[src/rv32se_pkg.sv]
package rv32se_pkg;

	// Defaults
	localparam int unsigned REG_COUNT_DEF = 32;

	// Major opcodes
	localparam logic [6:0] OPC_R = 7'h33;
	localparam logic [6:0] OPC_I = 7'h13;
	localparam logic [6:0] OPC_B = 7'h63;
	localparam logic [6:0] OPC_J = 7'h6F;

	// funct7 codes
	localparam logic [6:0] F7_BASE = 7'h00;
	localparam logic [6:0] F7_SUB  = 7'h20;

	// ALU funct3 codes (R and I type)
	localparam logic [2:0] F3_ADD = 3'd0;
	localparam logic [2:0] F3_XOR = 3'd4;
	localparam logic [2:0] F3_OR  = 3'd6;
	localparam logic [2:0] F3_AND = 3'd7;

	// Branch funct3 codes
	localparam logic [2:0] F3_BEQ = 3'd0;
	localparam logic [2:0] F3_BNE = 3'd1;
	localparam logic [2:0] F3_BLT = 3'd4;
	localparam logic [2:0] F3_BGE = 3'd5;

	// Configuration register indexes
	localparam int unsigned CFG_IDX_W = 1;
	localparam logic [CFG_IDX_W-1:0] CFG_START_ADDRESS = 1'b0;
	localparam logic [CFG_IDX_W-1:0] CFG_PROGRAM_WORDS = 1'b1;

	// Result of one executed instruction
	typedef struct packed {
		logic [31:0] next_pc;
		logic        write_enable;
		logic [4:0]  write_index;
		logic [31:0] write_value;
		logic        branch_taken;
		logic        unsupported;
		logic        done_res;
	} exec_res_t;

endpackage

[src/rv32i_subset_executor_core.sv]
// Channel   | Direction | Handshake              | Payload
// ----------+-----------+------------------------+-------------------------------------------
// in        | input     | in_valid / in_stall    | instruction_word
// out       | output    | out_valid / out_stall  | next_pc, write_enable, write_index,
//           |           |                        | write_value, branch_taken, unsupported,
//           |           |                        | done_res
// cfg       | input     | cfg_valid / cfg_ready  | cfg_index, cfg_data
//
// Requests pass the execute stage registers, then the result register; one is taken every
// cycle unless in_stall is high. The operand read takes both sources from the synchronous
// register file memory, forwarding a write in flight; execute writes back, updates the PC.
// Reset clears the register file valid bits (unwritten entries read as zero) and the PC.
// An output stall holds the result register and backs up into the execute stage.
module rv32i_subset_executor_core #(
	parameter int unsigned REG_COUNT = rv32se_pkg::REG_COUNT_DEF
) (
	input  logic                             clk,
	input  logic                             arst_n,
	// instruction channel
	input  logic                             in_valid,
	output logic                             in_stall,
	input  logic [31:0]                      instruction_word,
	// result channel
	output logic                             out_valid,
	input  logic                             out_stall,
	output logic [31:0]                      next_pc,
	output logic                             write_enable,
	output logic [4:0]                       write_index,
	output logic [31:0]                      write_value,
	output logic                             branch_taken,
	output logic                             unsupported,
	output logic                             done_res,
	// configuration channel
	input  logic                             cfg_valid,
	output logic                             cfg_ready,
	input  logic [rv32se_pkg::CFG_IDX_W-1:0] cfg_index,
	input  logic [31:0]                      cfg_data
);

	localparam int unsigned IDX_W = $clog2(REG_COUNT);
	localparam logic [5:0] REG_LIMIT = 6'(REG_COUNT);

	// Handshake control
	logic s1_vld_q;
	logic out_vld_q;
	logic out_free;
	logic s1_fire;
	logic in_acc;

	assign out_free = !out_vld_q || !out_stall;
	assign s1_fire  = s1_vld_q && out_free;
	assign in_stall = s1_vld_q && !out_free;
	assign in_acc   = in_valid && !in_stall;
	assign cfg_ready = 1'b1;

	// Configuration and PC
	logic [31:0] pc_q;
	logic [30:0] prog_words_q;

	// Register file memory and per-entry valid bits
	logic [31:0]          rf_mem [REG_COUNT];
	logic [REG_COUNT-1:0] rf_vld_q;

	// Source fields of the incoming instruction
	logic [4:0] rs1_in;
	logic [4:0] rs2_in;
	logic       rs1_ok;
	logic       rs2_ok;

	assign rs1_in = instruction_word[19:15];
	assign rs2_in = instruction_word[24:20];
	assign rs1_ok = (rs1_in != 5'd0) && ({1'b0, rs1_in} < REG_LIMIT);
	assign rs2_ok = (rs2_in != 5'd0) && ({1'b0, rs2_in} < REG_LIMIT);

	// Execute stage registers
	logic [31:0] instr_s1;
	logic [31:0] rd_a_s1;
	logic [31:0] rd_b_s1;
	logic        ok_a_s1;
	logic        ok_b_s1;
	logic        fwd_a_s1;
	logic        fwd_b_s1;
	logic [31:0] fwd_val_s1;

	// Writeback from the execute stage
	rv32se_pkg::exec_res_t res;
	logic                  wb_en;
	logic [IDX_W-1:0]      wb_idx;

	assign wb_en  = s1_fire && res.write_enable;
	assign wb_idx = res.write_index[IDX_W-1:0];

	// Operand read: registered data, plus forward flags for a write landing this edge
	always_ff @(posedge clk) begin
		if (in_acc) begin
			instr_s1   <= instruction_word;
			rd_a_s1    <= rf_mem[rs1_in[IDX_W-1:0]];
			rd_b_s1    <= rf_mem[rs2_in[IDX_W-1:0]];
			ok_a_s1    <= rs1_ok && rf_vld_q[rs1_in[IDX_W-1:0]];
			ok_b_s1    <= rs2_ok && rf_vld_q[rs2_in[IDX_W-1:0]];
			fwd_a_s1   <= rs1_ok && wb_en && (res.write_index == rs1_in);
			fwd_b_s1   <= rs2_ok && wb_en && (res.write_index == rs2_in);
			fwd_val_s1 <= res.write_value;
		end
	end

	// Register file write port
	always_ff @(posedge clk) begin
		if (wb_en) begin
			rf_mem[wb_idx] <= res.write_value;
		end
	end

	always_ff @(posedge clk or negedge arst_n) begin
		if (!arst_n) begin
			rf_vld_q <= '0;
		end else if (wb_en) begin
			rf_vld_q[wb_idx] <= 1'b1;
		end
	end

	// Stage valid flags
	always_ff @(posedge clk or negedge arst_n) begin
		if (!arst_n) begin
			s1_vld_q  <= 1'b0;
			out_vld_q <= 1'b0;
		end else begin
			if (in_acc) begin
				s1_vld_q <= 1'b1;
			end else if (s1_fire) begin
				s1_vld_q <= 1'b0;
			end
			if (s1_fire) begin
				out_vld_q <= 1'b1;
			end else if (!out_stall) begin
				out_vld_q <= 1'b0;
			end
		end
	end

	// PC and configuration registers
	always_ff @(posedge clk or negedge arst_n) begin
		if (!arst_n) begin
			pc_q         <= '0;
			prog_words_q <= '0;
		end else if (cfg_valid && cfg_ready) begin
			case (cfg_index)
				rv32se_pkg::CFG_START_ADDRESS: pc_q <= cfg_data;
				rv32se_pkg::CFG_PROGRAM_WORDS: prog_words_q <= cfg_data[30:0];
				default: ;
			endcase
		end else if (s1_fire) begin
			pc_q <= res.next_pc;
		end
	end

	// Execute: decode, ALU, branch compare and result assembly
	logic [31:0] op_a;
	logic [31:0] op_b;
	logic [6:0]  opc;
	logic [2:0]  f3;
	logic [6:0]  f7;
	logic [4:0]  rd;
	logic [31:0] imm_i;
	logic [31:0] imm_b;
	logic [31:0] imm_j;
	logic [31:0] pc_plus4;
	logic        wr;
	logic        cond;
	logic [31:0] val;

	always_comb begin
		op_a = fwd_a_s1 ? fwd_val_s1 : (ok_a_s1 ? rd_a_s1 : 32'd0);
		op_b = fwd_b_s1 ? fwd_val_s1 : (ok_b_s1 ? rd_b_s1 : 32'd0);
		opc  = instr_s1[6:0];
		f3   = instr_s1[14:12];
		f7   = instr_s1[31:25];
		rd   = instr_s1[11:7];
		imm_i = {{20{instr_s1[31]}}, instr_s1[31:20]};
		imm_b = {{19{instr_s1[31]}}, instr_s1[31], instr_s1[7], instr_s1[30:25],
			instr_s1[11:8], 1'b0};
		imm_j = {{11{instr_s1[31]}}, instr_s1[31], instr_s1[19:12], instr_s1[20],
			instr_s1[30:21], 1'b0};
		pc_plus4 = pc_q + 32'd4;

		res = '0;
		res.next_pc = pc_plus4;
		wr   = 1'b0;
		cond = 1'b0;
		val  = 32'd0;

		case (opc)
			rv32se_pkg::OPC_R: begin
				wr = 1'b1;
				if (f3 == rv32se_pkg::F3_ADD && f7 == rv32se_pkg::F7_BASE) begin
					val = op_a + op_b;
				end else if (f3 == rv32se_pkg::F3_ADD && f7 == rv32se_pkg::F7_SUB) begin
					val = op_a - op_b;
				end else if (f3 == rv32se_pkg::F3_AND && f7 == rv32se_pkg::F7_BASE) begin
					val = op_a & op_b;
				end else if (f3 == rv32se_pkg::F3_OR && f7 == rv32se_pkg::F7_BASE) begin
					val = op_a | op_b;
				end else if (f3 == rv32se_pkg::F3_XOR && f7 == rv32se_pkg::F7_BASE) begin
					val = op_a ^ op_b;
				end else begin
					wr = 1'b0;
					res.unsupported = 1'b1;
				end
			end
			rv32se_pkg::OPC_I: begin
				wr = 1'b1;
				case (f3)
					rv32se_pkg::F3_ADD: val = op_a + imm_i;
					rv32se_pkg::F3_AND: val = op_a & imm_i;
					rv32se_pkg::F3_OR:  val = op_a | imm_i;
					rv32se_pkg::F3_XOR: val = op_a ^ imm_i;
					default: begin
						wr = 1'b0;
						res.unsupported = 1'b1;
					end
				endcase
			end
			rv32se_pkg::OPC_B: begin
				case (f3)
					rv32se_pkg::F3_BEQ: cond = (op_a == op_b);
					rv32se_pkg::F3_BNE: cond = (op_a != op_b);
					rv32se_pkg::F3_BLT: cond = ($signed(op_a) < $signed(op_b));
					rv32se_pkg::F3_BGE: cond = ($signed(op_a) >= $signed(op_b));
					default: res.unsupported = 1'b1;
				endcase
				if (cond) begin
					res.branch_taken = 1'b1;
					res.next_pc = pc_q + imm_b;
				end
			end
			rv32se_pkg::OPC_J: begin
				wr = 1'b1;
				val = pc_plus4;
				res.branch_taken = 1'b1;
				res.next_pc = pc_q + imm_j;
			end
			default: res.unsupported = 1'b1;
		endcase

		// x0 and registers beyond the file drop the write
		if (wr && rd != 5'd0 && {1'b0, rd} < REG_LIMIT) begin
			res.write_enable = 1'b1;
			res.write_index  = rd;
			res.write_value  = val;
		end

		res.done_res = {1'b0, res.next_pc[31:2]} >= prog_words_q;
	end

	// Result register
	rv32se_pkg::exec_res_t res_q;

	always_ff @(posedge clk) begin
		if (s1_fire) begin
			res_q <= res;
		end
	end

	assign out_valid    = out_vld_q;
	assign next_pc      = res_q.next_pc;
	assign write_enable = res_q.write_enable;
	assign write_index  = res_q.write_index;
	assign write_value  = res_q.write_value;
	assign branch_taken = res_q.branch_taken;
	assign unsupported  = res_q.unsupported;
	assign done_res     = res_q.done_res;

	// Checks
	a_wr_not_x0: assert property (@(posedge clk) disable iff (!arst_n)
		out_valid && write_enable |-> write_index != 5'd0)
		else $error("register write reported for x0");

	a_no_wr_clean: assert property (@(posedge clk) disable iff (!arst_n)
		out_valid && !write_enable |-> write_index == 5'd0 && write_value == 32'd0)
		else $error("write fields not cleared without a write");

	a_bad_no_effect: assert property (@(posedge clk) disable iff (!arst_n)
		out_valid && unsupported |-> !write_enable && !branch_taken)
		else $error("unsupported instruction had an effect");

	a_wb_sets_valid: assert property (@(posedge clk) disable iff (!arst_n)
		wb_en |=> rf_vld_q[$past(wb_idx)])
		else $error("register file entry not marked valid after write");

	a_stall_needs_s1: assert property (@(posedge clk) disable iff (!arst_n)
		in_stall |-> s1_vld_q && out_vld_q)
		else $error("input stalled with execute stage free");

endmodule

[config.mk]
export PLATFORM = sky130hd
export DESIGN_NAME = rv32i_subset_executor_core
export DESIGN_NICKNAME = d
export VERILOG_FILES = /design/src/rv32se_pkg.sv /design/src/rv32i_subset_executor_core.sv
export SDC_FILE = /design/constraint.sdc
export NUM_CORES = 2
export LEC_CHECK = 0
export BUFFER_PORTS_ARGS = -buffer_cell sky130_fd_sc_hd__buf_2
export CORE_MARGIN = 5
export CORE_UTILIZATION = 33
export CTS_CLUSTER_DIAMETER = 30
export DETAILED_ROUTE_END_ITERATION = 8
export PLACE_DENSITY = 0.48
export SLEW_MARGIN = 40
export SYNTH_ARGS = -nofsm -noshare
export SYNTH_HDL_FRONTEND = slang
export SYNTH_SLANG_ARGS = --single-unit
[constraint.sdc]
create_clock -name clk -period 13.4 [get_ports clk]
set_clock_uncertainty 0.2 [all_clocks]
set_input_delay 0.67 -clock clk [delete_from_list [all_inputs] [get_ports clk]]
set_output_delay 0.67 -clock clk [all_outputs]
set_load 0.05 [all_outputs]
# After elaboration in Yosys (flattened, before gate mapping)
# Memories as Yosys holds them, arrays and structs flattened. A register that Yosys moved wholly into a read port is not among the register bits.
# Cells that the tools add are included.
# op_classes
addsub,6
order_cmp,7
eq_ne,16
muxes,48
bitwise,7
reduce_logical,33
# ops
cell,count
2-to-1 mux 32 bit,13
adder 32 bit,4
case mux 32 bit (4 select lines),1
bitwise OR 32 bit,3
case mux 32 bit (3 select lines),1
bitwise AND 32 bit,2
case mux 32 bit (2 select lines),1
bitwise XOR 32 bit,2
2-to-1 mux 38 bit,1
adder 32 x 3 -> 32 bit (second input constant),1
equality test 32 bit,1
>= comparator 32 bit,1
less-than comparator 32 bit,1
!= test 32 bit,1
subtractor 32 bit,1
>= comparator 30 x 31 -> 1 bit,1
2-to-1 mux 1 bit,24
less-than comparator 5 x 6 -> 1 bit (second input constant),3
logical AND 1 bit,17
nonzero test 5 bit,3
equality test 7 x 6 -> 1 bit (second input constant),2
equality test 7 bit (second input constant),2
equality test 3 bit (second input constant),4
binary-select mux 1 bit (select 5 bit),2
other kinds (17),25
# totals
register_bits,238
mem_bits_rw,1024
in_bits,70
out_inout_bits,76
mem_count,1
# memory_table
name,words,word_bits,read_ports,rd_ports_with_merged_regs,wr,line,source
rf_mem,32,32,2,2,1,rv32i_subset_executor_core.sv:61,logic [31:0] rf_mem [REG_COUNT];

# Logic depth before layout (Yosys ltp)
# logic_depth
ltp_word,15
mapped_depth,30

# Worst setup path before layout
# OpenSTA, ideal clock, no wires.
# synth_timing
path_type,register to register
from,register instr_s1[31]
to,"memory rf_mem[1][0], enable pin"
setup_time_ns,0.504
t_arrival_ns,6.331
slack_ns,6.366
path_stages_with_launch,9
path_cell_list,edfxtp_1 -> inv_1 -> nand3_1 -> a2111oi_0 -> a211o_1 -> nand2_1 -> or3_1 -> clkbuf_1 -> nor4_1
# synth_via
elab_chain_cells,13
# synth_rtl
item,line,source
from (decl),rv32i_subset_executor_core.sv:76,logic [31:0] instr_s1;
from (signal assigned),rv32i_subset_executor_core.sv:96,instr_s1 <= instruction_word;
zero test 7 bit,n/a,
logical AND 1 bit,rv32i_subset_executor_core.sv:203,end else if (f3 == rv32se_pkg::F3_XOR && f7 == rv32se_pkg::F7_BASE) begin
2-to-1 mux 1 bit,rv32i_subset_executor_core.sv:203,
2-to-1 mux 1 bit,rv32i_subset_executor_core.sv:201,end else if (f3 == rv32se_pkg::F3_OR && f7 == rv32se_pkg::F7_BASE) begin
2-to-1 mux 1 bit,rv32i_subset_executor_core.sv:199,end else if (f3 == rv32se_pkg::F3_AND && f7 == rv32se_pkg::F7_BASE) begin
2-to-1 mux 1 bit,rv32i_subset_executor_core.sv:197,end else if (f3 == rv32se_pkg::F3_ADD && f7 == rv32se_pkg::F7_SUB) begin
2-to-1 mux 1 bit (*),rv32i_subset_executor_core.sv:195,if (f3 == rv32se_pkg::F3_ADD && f7 == rv32se_pkg::F7_BASE) begin
case mux 1 bit (3 select lines) (*),rv32i_subset_executor_core.sv:192,case (opc)
logical AND 1 bit (*),rv32i_subset_executor_core.sv:246,"if (wr && rd != 5'd0 && {1'b0, rd} < REG_LIMIT) begin"
2-to-1 mux 38 bit (*),rv32i_subset_executor_core.sv:246,
logical AND 1 bit,rv32i_subset_executor_core.sv:90,assign wb_en = s1_fire && res.write_enable;
2-to-1 mux 1 bit,rv32i_subset_executor_core.sv:109,if (wb_en) begin
2-to-1 mux 1 bit (not written as such),rv32i_subset_executor_core.sv:110,rf_mem[wb_idx] <= res.write_value;
to (decl),rv32i_subset_executor_core.sv:61,
# Every way passes the cells marked *; elsewhere a longest branch is shown, timed or not.

==> key figures <==
Outcome
  – Status: finished, final reports clean

STA
  – Period Utilization, post-route: 0.5649
  – Slew HR: 0.3637
  – Post-layout minimum cycle time: 7570 ps
  – Peak Freq: 132.1 MHz
  – RSZ-0062 raised after global routing: no
  – Max-slew violations: 0
  – Tightest Pin Transition: 954.5 ps
  – Setup violators final: 0
  – Fin Setup TNS: 0 ps
  – Hold Vio Cnt, Final: 0

Floorplanning
  – FP Rows: 170
  – Core Area: 214200 sq um
  – I/O pin total: 146
  – Initial cell density of the core: 0.3310
  – Die X: 473.5 um
  – Die height: 473.5 um
  – Die ar.: 224200 sq um

Clock tree
  – Htree depth: 5
  – Clock tree root driver cell: clkbuf_16
  – Clk sinks: 1326
  – Maximum clock path buffer count: 4
  – Clock latency at the later pin of the worst-skew pair: 920 ps
  – CTS Buf Count: 323
  – Post-CTS sizing: 0
  – Clock-pin slew on the worst setup and hold paths: 50 ps
  – TritonCTS clock tree: yes

Synthesis
  – FFs w/ async S/R, synth: 0.07315
  – EDFF count, synth: 1229
  – Main synth FF type: edfxtp_1
  – Seq/Total Area, Yosys: 0.5548
  – Post-Syn Area: 70890 sq um
  – Mapped Cells: 4565
  – Syn_area_per_cell: 15.53 sq um
  – Synth cell types: 91
  – Ys Warns: 0
  – Yosys reg bits: 1326

Critical path
  – Crit start category: register
  – Register-to-Register Path Depth: 29
  – Max incr delay on CP: 470 ps
  – RR Endpoint: done_res
  – Reg-to-reg startpoint: fwd_a_s1
  – Crit end category: register
  – CP startpoint: fwd_a_s1
  – CP endpoint: done_res
  – CP Data Required Time: 13850 ps
  – Critical path class: register to register
  – R2R Setup Slk: 5830 ps
  – Worst Path Max Fanout: 34
  – CP arrival: 8020 ps
  – Critical path's slowest cell: buf_4

Drt
  – DR iter-0 viols: 4543
  – Total number of vias: 46620
  – DRC Markers: 0
  – Vias per cell: 5.773
  – WL per Instance: 30.83 um
  – Total wire length: 249000 um
  – Number of iterations in the first detailed-routing pass: 5
  – ANT nets after route: 0

Place
  – Number of port buffers: 144
  – Dpl hpwl: 153400 um
  – Final RePlAce weighted congestion: 0.9078
  – Placement Cell Area: 76370 sq um

Global route
  – Busiest grt layer: met2
  – Met2 Use GR: 0.3697
  – Largest net degree at the start of global routing: 110
  – Total GRT Usage: 0.2190
  – First-pass GRT wire length: 353900 um
  – M3 GR Usage: 0.03630
  – GRT Residual Overflow: 0
  – GR Util met1: 0.2880
  – Initial antenna violation count: 15
  – Vias in the first global route: 48320

Finish
  – Final Instance Area: 87850 sq um
  – Nets: 5302
  – Area grow syn2layout: 23.93%
  – Most frequent cells in the layout: edfxtp_1 (1229), mux4_2 (660), clkbuf_16 (328)
  – Most common cell after layout, fill and taps aside: edfxtp_1
  – Post-Route Utilization: 0.4101
  – Share of layout cells above drive strength 1: 0.3257

Power
  – P per Cell Area: 156.2 nW/um^2
  – Maximum VDD drop: 0.1043 mV
  – Lkg Pwr: 31.23 nW

Run
  – Max-cap violations: 0

Min path
  – Hold crit path type: primary input to register
  – Worst hold start: instruction_word[22]
[final cells by class]
type | instances | area [sq um]
Fill cell | 19370 | 126300
Sequential cell | 1326 | 39330
Multi-Input combinational cell | 2788 | 30400
Clock buffer | 372 | 8413
Tap cell | 2838 | 3551
Timing Repair Buffer | 368 | 3058
Clock inverter | 192 | 2380
Inverter | 186 | 700.7
Antenna cell | 5 | 12.51
[cell usage after synthesis, drive strengths merged, types with 18 or more instances]
cell / number / area share
a21o: 62 / 0.0066
a22oi: 33 / 0.0035
xnor2: 66 / 0.0082
o21ai: 172 / 0.012
a21oi: 213 / 0.015
o211ai: 20 / 0.0021
edfxtp: 1229 / 0.52
or2: 40 / 0.0035
and2: 18 / 0.0016
a31oi: 39 / 0.0034
a22o: 65 / 0.0080
buf: 77 / 0.0046
nand3: 64 / 0.0046
nor3: 52 / 0.0040
dfrtp: 97 / 0.034
a211oi: 31 / 0.0034
nand2b: 19 / 0.0017
o22ai: 39 / 0.0034
nand4: 19 / 0.0017
mux4: 660 / 0.21
nor2: 228 / 0.012
nand2: 191 / 0.010
o21a: 28 / 0.0030
xor2: 47 / 0.0058
nor4: 21 / 0.0019
and3: 25 / 0.0023
inv: 183 / 0.0097
ha: 234 / 0.041
clkbuf: 219 / 0.012
mux2: 98 / 0.016
mux2i: 25 / 0.0035
[per-layer routing]
metal / vias to the layer above / share of wire / wire [um]
met3: 387 / 0.060 / 14960
met5: - / 0 / 0
met2: 1772 / 0.49 / 123000
met1: 24870 / 0.41 / 103100
li1: 19590 / - / -
met4: 0 / 0.031 / 7811
[worst min path at each step]
stage	slack, ps	cells after the start	to
6_report	80	1	instr_s1[22]
5_1_grt	60	1	instr_s1[22]
4_1_cts	20	1	instr_s1[22]
3_5_place_dp	190	0	rf_vld_q[0]
3_3_place_gp	190	0	rf_vld_q[0]
2_1_floorplan	170	0	out_valid
[worst max-delay path: cells and delay by family, from the launching register on]
family | cells | cell delay [ps]
AO/OA/AOI/OAI | 15 | 3780
buffers and inverters | 5 | 1160
adder cells (fa/ha/maj) | 3 | 940
AND/OR/NAND/NOR | 6 | 930
flip-flops | 1 | 320
[sequential cells by signal (all words and copies together), names as in the netlist, 5 cells and up]
signal        count
rd_b_s1          32
rf_mem         1024
fwd_val_s1       32
prog_words_q     31
rd_a_s1          32
write_index       5
instr_s1         32
write_value      32
next_pc          32
pc_q             32
rf_vld_q         32
[stage by stage]
| step | hold WS, ps | std cells | total power [mW] | worst slack, ps |
|---|---|---|---|---|
| 2_1_floorplan | 174.4 | 4596 | 5.600 | 6366 |
| 3_3_place_gp | 188.1 | 7417 | 6.013 | 5939 |
| 3_5_place_dp | 188.6 | 7441 | 6.013 | 5867 |
| 4_1_cts | 19.10 | 8068 | 13.85 | 5873 |
| 5_1_grt | 58.35 | 8071 | 14.19 | 5439 |
| 6_report | 75.68 | 8075 | 13.72 | 5830 |
[cells by family after synthesis]
| family | Yosys count | synth area share |
|---|---|---|
| adders and majority gates | 239 | 0.04271 |
| muxes | 783 | 0.2288 |
| other | 2 | 0.0001059 |
| and+or+nand+nor | 739 | 0.04965 |
| AOI/OAI and AO/OA | 881 | 0.08389 |
| xor gates and xnor gates | 113 | 0.01396 |
| DFF | 1326 | 0.5548 |
| buffers and inverters | 482 | 0.02605 |
[power by group]
part	leakage (nW)	internal [mW]	switching (mW)	total [mW]
Clock	5.17	5.37	2.39	7.76
Sequential	13.5	4.57	0.0779	4.65
Combinational	12.6	0.475	0.838	1.31
Total	31.2	10.4	3.31	13.7
[repair_timing]
item                      4_1_cts  5_1_grt
buffers inserted                0        0
hold endpoints to repair      119        0
hold buffers                   63        0
(Power assumes the default switching activity.)
